File: config.mk
export PLATFORM = sky130hd
export DESIGN_NAME = alu_multiply_with_status_flags
export DESIGN_NICKNAME = d
export VERILOG_FILES = /design/src/design/amf_pkg.sv /design/src/design/alu_multiply_with_status_flags.sv /design/src/design/amf_exec.sv
export SDC_FILE = /design/constraint.sdc
export NUM_CORES = 2
export LEC_CHECK = 0
export BUFFER_PORTS_ARGS = -buffer_cell sky130_fd_sc_hd__buf_2
export CORE_ASPECT_RATIO = 1.75
export CORE_UTILIZATION = 48
export CTS_CLUSTER_SIZE = 8
export DETAILED_ROUTE_END_ITERATION = 10
export PLACE_DENSITY = 0.69
export SLEW_MARGIN = 20
export SYNTH_ARGS = -nofsm -noshare
export SYNTH_HDL_FRONTEND = slang
export SYNTH_SLANG_ARGS = --single-unit
File: constraint.sdc
create_clock -name clk -period 12.1 [get_ports clk]
set_input_delay 0.605 -clock clk [delete_from_list [all_inputs] [get_ports clk]]
set_output_delay 0.605 -clock clk [all_outputs]
set_load 0.1 [all_outputs]
File: src/design/amf_pkg.sv
// Package for the ALU / multiply block with status flags.
// Holds the item structs, flag struct, opcode, action and flag-kind codes.
// No dependencies.
`timescale 1ns / 1ps

package amf_pkg;

    typedef enum logic [1:0] {
        ACT_ALU = 2'd0,
        ACT_MUL = 2'd1,
        ACT_MLA = 2'd2,
        ACT_BAD = 2'd3
    } action_t;

    typedef enum logic [3:0] {
        OP_AND  = 4'h0,
        OP_XOR  = 4'h1,
        OP_SUB  = 4'h2,
        OP_RSB  = 4'h3,
        OP_ADD  = 4'h4,
        OP_ADC  = 4'h5,
        OP_SBC  = 4'h6,
        OP_RSC  = 4'h7,
        OP_CAND = 4'h8,
        OP_CXOR = 4'h9,
        OP_CSUB = 4'ha,
        OP_CADD = 4'hb,
        OP_OR   = 4'hc,
        OP_MOV  = 4'hd,
        OP_CLR  = 4'he,
        OP_MVN  = 4'hf
    } alu_op_t;

    // Which flags an operation updates
    typedef enum logic [1:0] {
        KIND_NONE  = 2'd0,
        KIND_LOGIC = 2'd1,
        KIND_ARITH = 2'd2,
        KIND_MUL   = 2'd3
    } kind_t;

    typedef struct packed {
        logic n;
        logic z;
        logic c;
        logic v;
    } flags_t;

    typedef struct packed {
        logic [1:0]  action;
        logic [3:0]  alu_op;
        logic [31:0] operand_a;
        logic [31:0] operand_b;
        logic [31:0] addend;
        logic        set_flags;
    } req_t;

    typedef struct packed {
        logic [31:0] result;
        logic        flag_n;
        logic        flag_z;
        logic        flag_c;
        logic        flag_v;
        logic        illegal;
    } rsp_t;

endpackage

File: src/design/alu_multiply_with_status_flags.sv
// ALU / multiply block with N, Z, C, V status flags: input register, execute
// logic, result register. An accepted item is held in the input register, then
// its result is registered into the result register once that stage is free;
// throughput one item per cycle while results are taken, with the status flags
// fed back around the execute stage. Reset (rst_n low, asynchronous) empties both
// stages and clears all flags. Uses amf_pkg and amf_exec.
`timescale 1ns / 1ps

module alu_multiply_with_status_flags (
    input  logic          clk,
    input  logic          rst_n,
    input  logic          req_valid,
    output logic          req_ready,
    input  amf_pkg::req_t req,
    output logic          rsp_valid,
    input  logic          rsp_ready,
    output amf_pkg::rsp_t rsp
);
    import amf_pkg::*;

    req_t   s1_reg;
    logic   s1_valid_reg;
    rsp_t   rsp_reg;
    logic   rsp_valid_reg;
    flags_t flags_reg;
    flags_t flags_next;
    rsp_t   exec_rsp;
    logic   out_free;
    logic   advance;
    logic   accept;

    // Handshake: the result stage frees when empty or taken
    assign out_free  = !rsp_valid_reg || rsp_ready;
    assign advance   = s1_valid_reg && out_free;
    assign req_ready = !s1_valid_reg || out_free;
    assign accept    = req_valid && req_ready;

    amf_exec u_exec (
        .req        (s1_reg),
        .flags      (flags_reg),
        .rsp        (exec_rsp),
        .flags_next (flags_next)
    );

    // Stage valid bits and status flags
    always_ff @(posedge clk or negedge rst_n)
    begin
        if (!rst_n)
        begin
            s1_valid_reg  <= 1'b0;
            rsp_valid_reg <= 1'b0;
            flags_reg     <= '0;
        end
        else
        begin
            if (req_ready)
                s1_valid_reg <= req_valid;
            if (out_free)
                rsp_valid_reg <= s1_valid_reg;
            if (advance)
                flags_reg <= flags_next;
        end
    end

    // Capture payloads
    always_ff @(posedge clk)
    begin
        if (accept)
            s1_reg <= req;
        if (advance)
            rsp_reg <= exec_rsp;
    end

    assign rsp_valid = rsp_valid_reg;
    assign rsp       = rsp_reg;

`ifndef NO_ASSERTIONS
    // A waiting result shows the live flag state
    a_rsp_flags: assert property (@(posedge clk) disable iff (!rst_n)
        rsp_valid_reg |-> (rsp_reg.flag_n == flags_reg.n && rsp_reg.flag_z == flags_reg.z
                           && rsp_reg.flag_c == flags_reg.c && rsp_reg.flag_v == flags_reg.v))
        else $error("result flags differ from status flags");

    // A rejected item leaves the flags alone
    a_illegal_hold: assert property (@(posedge clk) disable iff (!rst_n)
        (advance && exec_rsp.illegal) |=> $stable(flags_reg))
        else $error("illegal item changed flags");

    // Without set_flags the flags hold
    a_noset_hold: assert property (@(posedge clk) disable iff (!rst_n)
        (advance && !s1_reg.set_flags) |=> $stable(flags_reg))
        else $error("flags changed without set_flags");

    // Flag-setting multiply clears carry
    a_mul_clear_c: assert property (@(posedge clk) disable iff (!rst_n)
        (advance && s1_reg.set_flags && !exec_rsp.illegal
         && (s1_reg.action == ACT_MUL || s1_reg.action == ACT_MLA)) |=> !flags_reg.c)
        else $error("multiply left carry set");

    // Input stalls only behind a held item
    a_stall_cause: assert property (@(posedge clk) disable iff (!rst_n)
        !req_ready |-> (s1_valid_reg && rsp_valid_reg))
        else $error("input stalled with free stage");
`endif

endmodule

File: src/design/amf_exec.sv
// Execute datapath: ALU, 32-bit multiply / multiply-add and flag update.
// Purely combinational; uses amf_pkg.
`timescale 1ns / 1ps

module amf_exec (
    input  amf_pkg::req_t   req,
    input  amf_pkg::flags_t flags,
    output amf_pkg::rsp_t   rsp,
    output amf_pkg::flags_t flags_next
);
    import amf_pkg::*;

    alu_op_t     op;
    action_t     act;
    logic [31:0] add_x;
    logic [31:0] add_y;
    logic        add_cin;
    logic [32:0] sum;
    logic [31:0] low_sum;
    logic        add_c;
    logic        add_v;
    logic [31:0] prod;
    logic [31:0] res;
    kind_t       kind;
    logic        bad;

    // Select adder operands; subtraction adds the inverted subtrahend
    always_comb
    begin
        op = alu_op_t'(req.alu_op);
        add_x   = req.operand_a;
        add_y   = req.operand_b;
        add_cin = 1'b0;
        unique case (op)
            OP_SUB, OP_CSUB:
            begin
                add_y   = ~req.operand_b;
                add_cin = 1'b1;
            end
            OP_RSB:
            begin
                add_x   = req.operand_b;
                add_y   = ~req.operand_a;
                add_cin = 1'b1;
            end
            OP_ADC:
            begin
                add_cin = flags.c;
            end
            OP_SBC:
            begin
                add_y   = ~req.operand_b;
                add_cin = flags.c;
            end
            OP_RSC:
            begin
                add_x   = req.operand_b;
                add_y   = ~req.operand_a;
                add_cin = flags.c;
            end
            default:
            begin
                add_cin = 1'b0;
            end
        endcase
    end

    // Add with carry out of bit 31 and out of bit 30 for overflow
    assign sum     = {1'b0, add_x} + {1'b0, add_y} + {32'd0, add_cin};
    assign low_sum = {1'b0, add_x[30:0]} + {1'b0, add_y[30:0]} + {31'd0, add_cin};
    assign add_c   = sum[32];
    assign add_v   = sum[32] ^ low_sum[31];

    // Low half of the product only
    assign prod = req.operand_a * req.operand_b;

    // Pick the result and the flag class
    always_comb
    begin
        act  = action_t'(req.action);
        res  = '0;
        kind = KIND_NONE;
        bad  = 1'b0;
        unique case (act)
            ACT_ALU:
            begin
                unique case (op)
                    OP_AND, OP_CAND:
                    begin
                        res  = req.operand_a & req.operand_b;
                        kind = KIND_LOGIC;
                    end
                    OP_XOR, OP_CXOR:
                    begin
                        res  = req.operand_a ^ req.operand_b;
                        kind = KIND_LOGIC;
                    end
                    OP_SUB, OP_RSB, OP_ADD, OP_ADC, OP_SBC, OP_RSC, OP_CSUB, OP_CADD:
                    begin
                        res  = sum[31:0];
                        kind = KIND_ARITH;
                    end
                    OP_OR:
                    begin
                        res  = req.operand_a | req.operand_b;
                        kind = KIND_LOGIC;
                    end
                    OP_MOV:
                    begin
                        res  = req.operand_b;
                        kind = KIND_NONE;
                    end
                    OP_CLR:
                    begin
                        res  = req.operand_a & ~req.operand_b;
                        kind = KIND_LOGIC;
                    end
                    OP_MVN:
                    begin
                        res  = ~req.operand_b;
                        kind = KIND_NONE;
                    end
                endcase
                // Compare forms need set_flags
                bad = (op == OP_CAND || op == OP_CXOR || op == OP_CSUB || op == OP_CADD)
                      && !req.set_flags;
            end
            ACT_MUL:
            begin
                res  = prod;
                kind = KIND_MUL;
            end
            ACT_MLA:
            begin
                res  = prod + req.addend;
                kind = KIND_MUL;
            end
            ACT_BAD:
            begin
                bad = 1'b1;
            end
        endcase
    end

    // Update flags; a rejected item leaves them as they are
    always_comb
    begin
        flags_next = flags;
        if (!bad && req.set_flags && kind != KIND_NONE)
        begin
            flags_next.n = res[31];
            flags_next.z = (res == 32'd0);
            if (kind == KIND_ARITH)
            begin
                flags_next.c = add_c;
                flags_next.v = add_v;
            end
            else if (kind == KIND_MUL)
            begin
                flags_next.c = 1'b0;
            end
        end
    end

    // Build the result item
    always_comb
    begin
        rsp.result  = bad ? 32'd0 : res;
        rsp.flag_n  = flags_next.n;
        rsp.flag_z  = flags_next.z;
        rsp.flag_c  = flags_next.c;
        rsp.flag_v  = flags_next.v;
        rsp.illegal = bad;
    end

endmodule
==> results.yml <==
route:
  drt_wl_total_um: 107000
  vias: 25336
  vias_per_cell: 6.12
  first_pass_iters: 6
  drtIter0Drc: 2251
  wl_per_cell_um: 25.9
  drcViolationCount: 0
  ant_nets: 0
logic_synthesis:
  synth_cell_type_count: 88
  synth_edf_count: 140
  synth_compound_area_share_pct: 14.1
  ys_ff_latch: 146
  muxShareOfSynthArea_pct: 1.10
  synthAdderAreaFrac_pct: 39.9
  synth_top_area_share_pct: 29.4
  ys_seq_area_share_pct: 15.5
  synth_area_leader_cell: "fa_1"
  synth_area_sq_um: 28000
  yosysMostFrequentCell: "inv_1"
  async_flop_share_pct: 4.11
  synth_nets: 4055
  synth_area_leaders: "fa_1, edfxtp_1, ha_1"
  yosys_warnings: 0
  synth_top_family_by_area: "adder cells"
  synth_cells: 3300
  syn_area_per_cell_sq_um: 8.49
  ys.flop_type: "edfxtp_1"
  synthTopCellsByCount: "inv_1, nand2_1, fa_1"
  synthSimpleGateAreaFrac_pct: 15.7
  synth-xor-area-share_pct: 4.11
floorplan:
  die_h_um: 322
  die_w_um: 185
  core_sq_um: 57500
  num_rows: 116
  start_util_pct: 48.8
  ios: 146
  die_area_sq_um: 59400
critical_path:
  crit_arrival_ns: 11.41
  path_class: "flip-flop to flip-flop"
  cp-start-kind: "flip-flop"
  rr_worst_depth: 33
  slowest_stage: "a31oi_1"
  endpoint_kind: "flip-flop"
  crit_path_max_incr_delay_ns: 0.75
  crit_top_cell: "fa_1"
  worstPathRequired_ns: 12.32
  path_max_fanout: 21
timing:
  max_freq_mhz: 89.4
  timing.hold.ws_ns: 0.302
  slew_violations: 0
  rsz0062_at_grt: "no"
  relSlewSlack_pct: 23.3
  setup_slack_ns: 0.912
  hold_viol_final: 0
  min_period_ns: 11.19
  fin_tns_setup_ns: 0
  tightest_slew_ns: 1.15
  worst_clock_skew_ns: 0.0132
  finalCritPeriodShare_pct: 92.5
  setup_violations: 0
layout:
  largest_register_ffs: 103
  syn_to_final_growth_pct: 7.89
  fin_nets: 4114
  fin_util_pct: 52.6
  ff_latch_area_sq_um: 4350
  multiInputGateArea_sq_um: 21000
  nFillCells: 5538
  drive_above_1_share_pct: 8.99
cts:
  cts.sink_count: 146
  cts.clk_slew.worst_paths_ns: 0.07
  clockBufferDepth: 2
  clkLatencyLatePin_ns: 0.47
  cts_made_buffers: 17
  cts-htree-levels: 4
  cts_tree: "yes"
  postCtsSetupRepairBufs: 0
  cts_root_buf: "clkbuf_16"
hold_path:
  hp-class: "input pin to flip-flop"
  hold_path_depth: 1
place:
  dp_hpwl_um: 85700
  place_ws_ns: 1.11
  finalWeightedCongestion: 1.02
  io_buffer_count: 145
global_routing:
  grt_use_total_pct: 37.1
  antenna_found_initial: 3
  grt_pass1_wl_um: 158000
  grt_max_degree: 97
  overflow: 0
  grt_pass1_vias: 26068
run:
  cap_violations: 0
run_status:
  status: "complete, no violations"
-- timing repair --
item | CTS | global route
resized for setup | 0 | 0
hold buffers | 1 | 0
hold endpoints to repair | 6 | 0
-- cell usage in the layout (no fill, tap or decap), drive strengths merged, types with 9 or more instances in the layout --
| master | instances |
|---|---|
| nand4 | 22 |
| nor2 | 391 |
| a22oi | 9 |
| o21a | 12 |
| o22ai | 17 |
| a21o | 37 |
| nand2b | 25 |
| xnor2 | 99 |
| o211ai | 16 |
| nand2 | 428 |
| clkbuf | 22 |
| mux2i | 24 |
| a221oi | 17 |
| nor2b | 21 |
| nand3 | 35 |
| o31ai | 9 |
| o221ai | 12 |
| clkinv | 22 |
| nor3 | 38 |
| edfxtp | 140 |
| buf | 231 |
| a31oi | 15 |
| o21bai | 9 |
| and3 | 14 |
| o21ai | 190 |
| a211oi | 34 |
| ha | 237 |
| inv | 495 |
| fa | 411 |
| xor2 | 30 |
| a21oi | 139 |
-- layer usage --
layer,GRT usage (%),routed length [um],up-vias
met2,63.5,52300,1486
met3,6.39,8300,538
met1,38.5,35000,12408
met4,33.5,11600,2
li1,-,-,10902
met5,0,23,-
-- cell families (layout without fill, tap and decap cells) --
| logic type | after synthesis | count (layout) |
|---|---|---|
| AO/OA/AOI/OAI | 608 | 608 |
| XOR/XNOR | 130 | 130 |
| adder cells (fa/ha/maj) | 648 | 648 |
| buffers and inverters | 703 | 775 |
| flip-flops | 146 | 146 |
| multiplexers | 30 | 30 |
| other | 0 | 1 |
| AND/OR/NAND/NOR | 1035 | 1035 |
-- worst paths after layout --
kind	start	to	slack, ns
worst max-delay path	s1_reg[39]	rsp[4]	0.91
worst max register to register	s1_reg[39]	rsp[4]	0.91
worst min register to register	flags_reg[2]	flags_reg[2]	0.49
worst min-delay path	req[65]	s1_reg[65]	0.30
min in group asynchronous	rst_n	s1_valid_reg	0.51
max in group asynchronous	rst_n	flags_reg[2]	11.43
-- per-stage QoR --
step,cell area [sq um],std cells
2_1_floorplan,28000,3300
5_1_grt,30200,4139
6_report,30200,4140
3_3_place_gp,29600,4106
3_5_place_dp,29600,4106
4_1_cts,30200,4139
-- area by class of cell --
type                    instances  share of cell area, %
well taps                     767                   3.17
repair buffers                232                   4.57
flip-flops and latches        146                   14.4
diodes                          1                0.00828
inverters                     511                   6.34
clock inverters                10                  0.410
multi-input cells            2451                   69.6
clock buffers                  22                   1.50
-- worst max-delay path: cells and delay by family (launching register included) --
family	cells	cell delay, ns
fa+ha+maj	10	4.92
compound gates	7	2.22
simple gates	8	1.69
buf+inv	5	0.78
flops	1	0.72
xor+xnor	2	0.32
mux	1	0.26
Power is not shown: default switching activity piles up to over one toggle a cycle in this logic, so the estimate is an artifact.
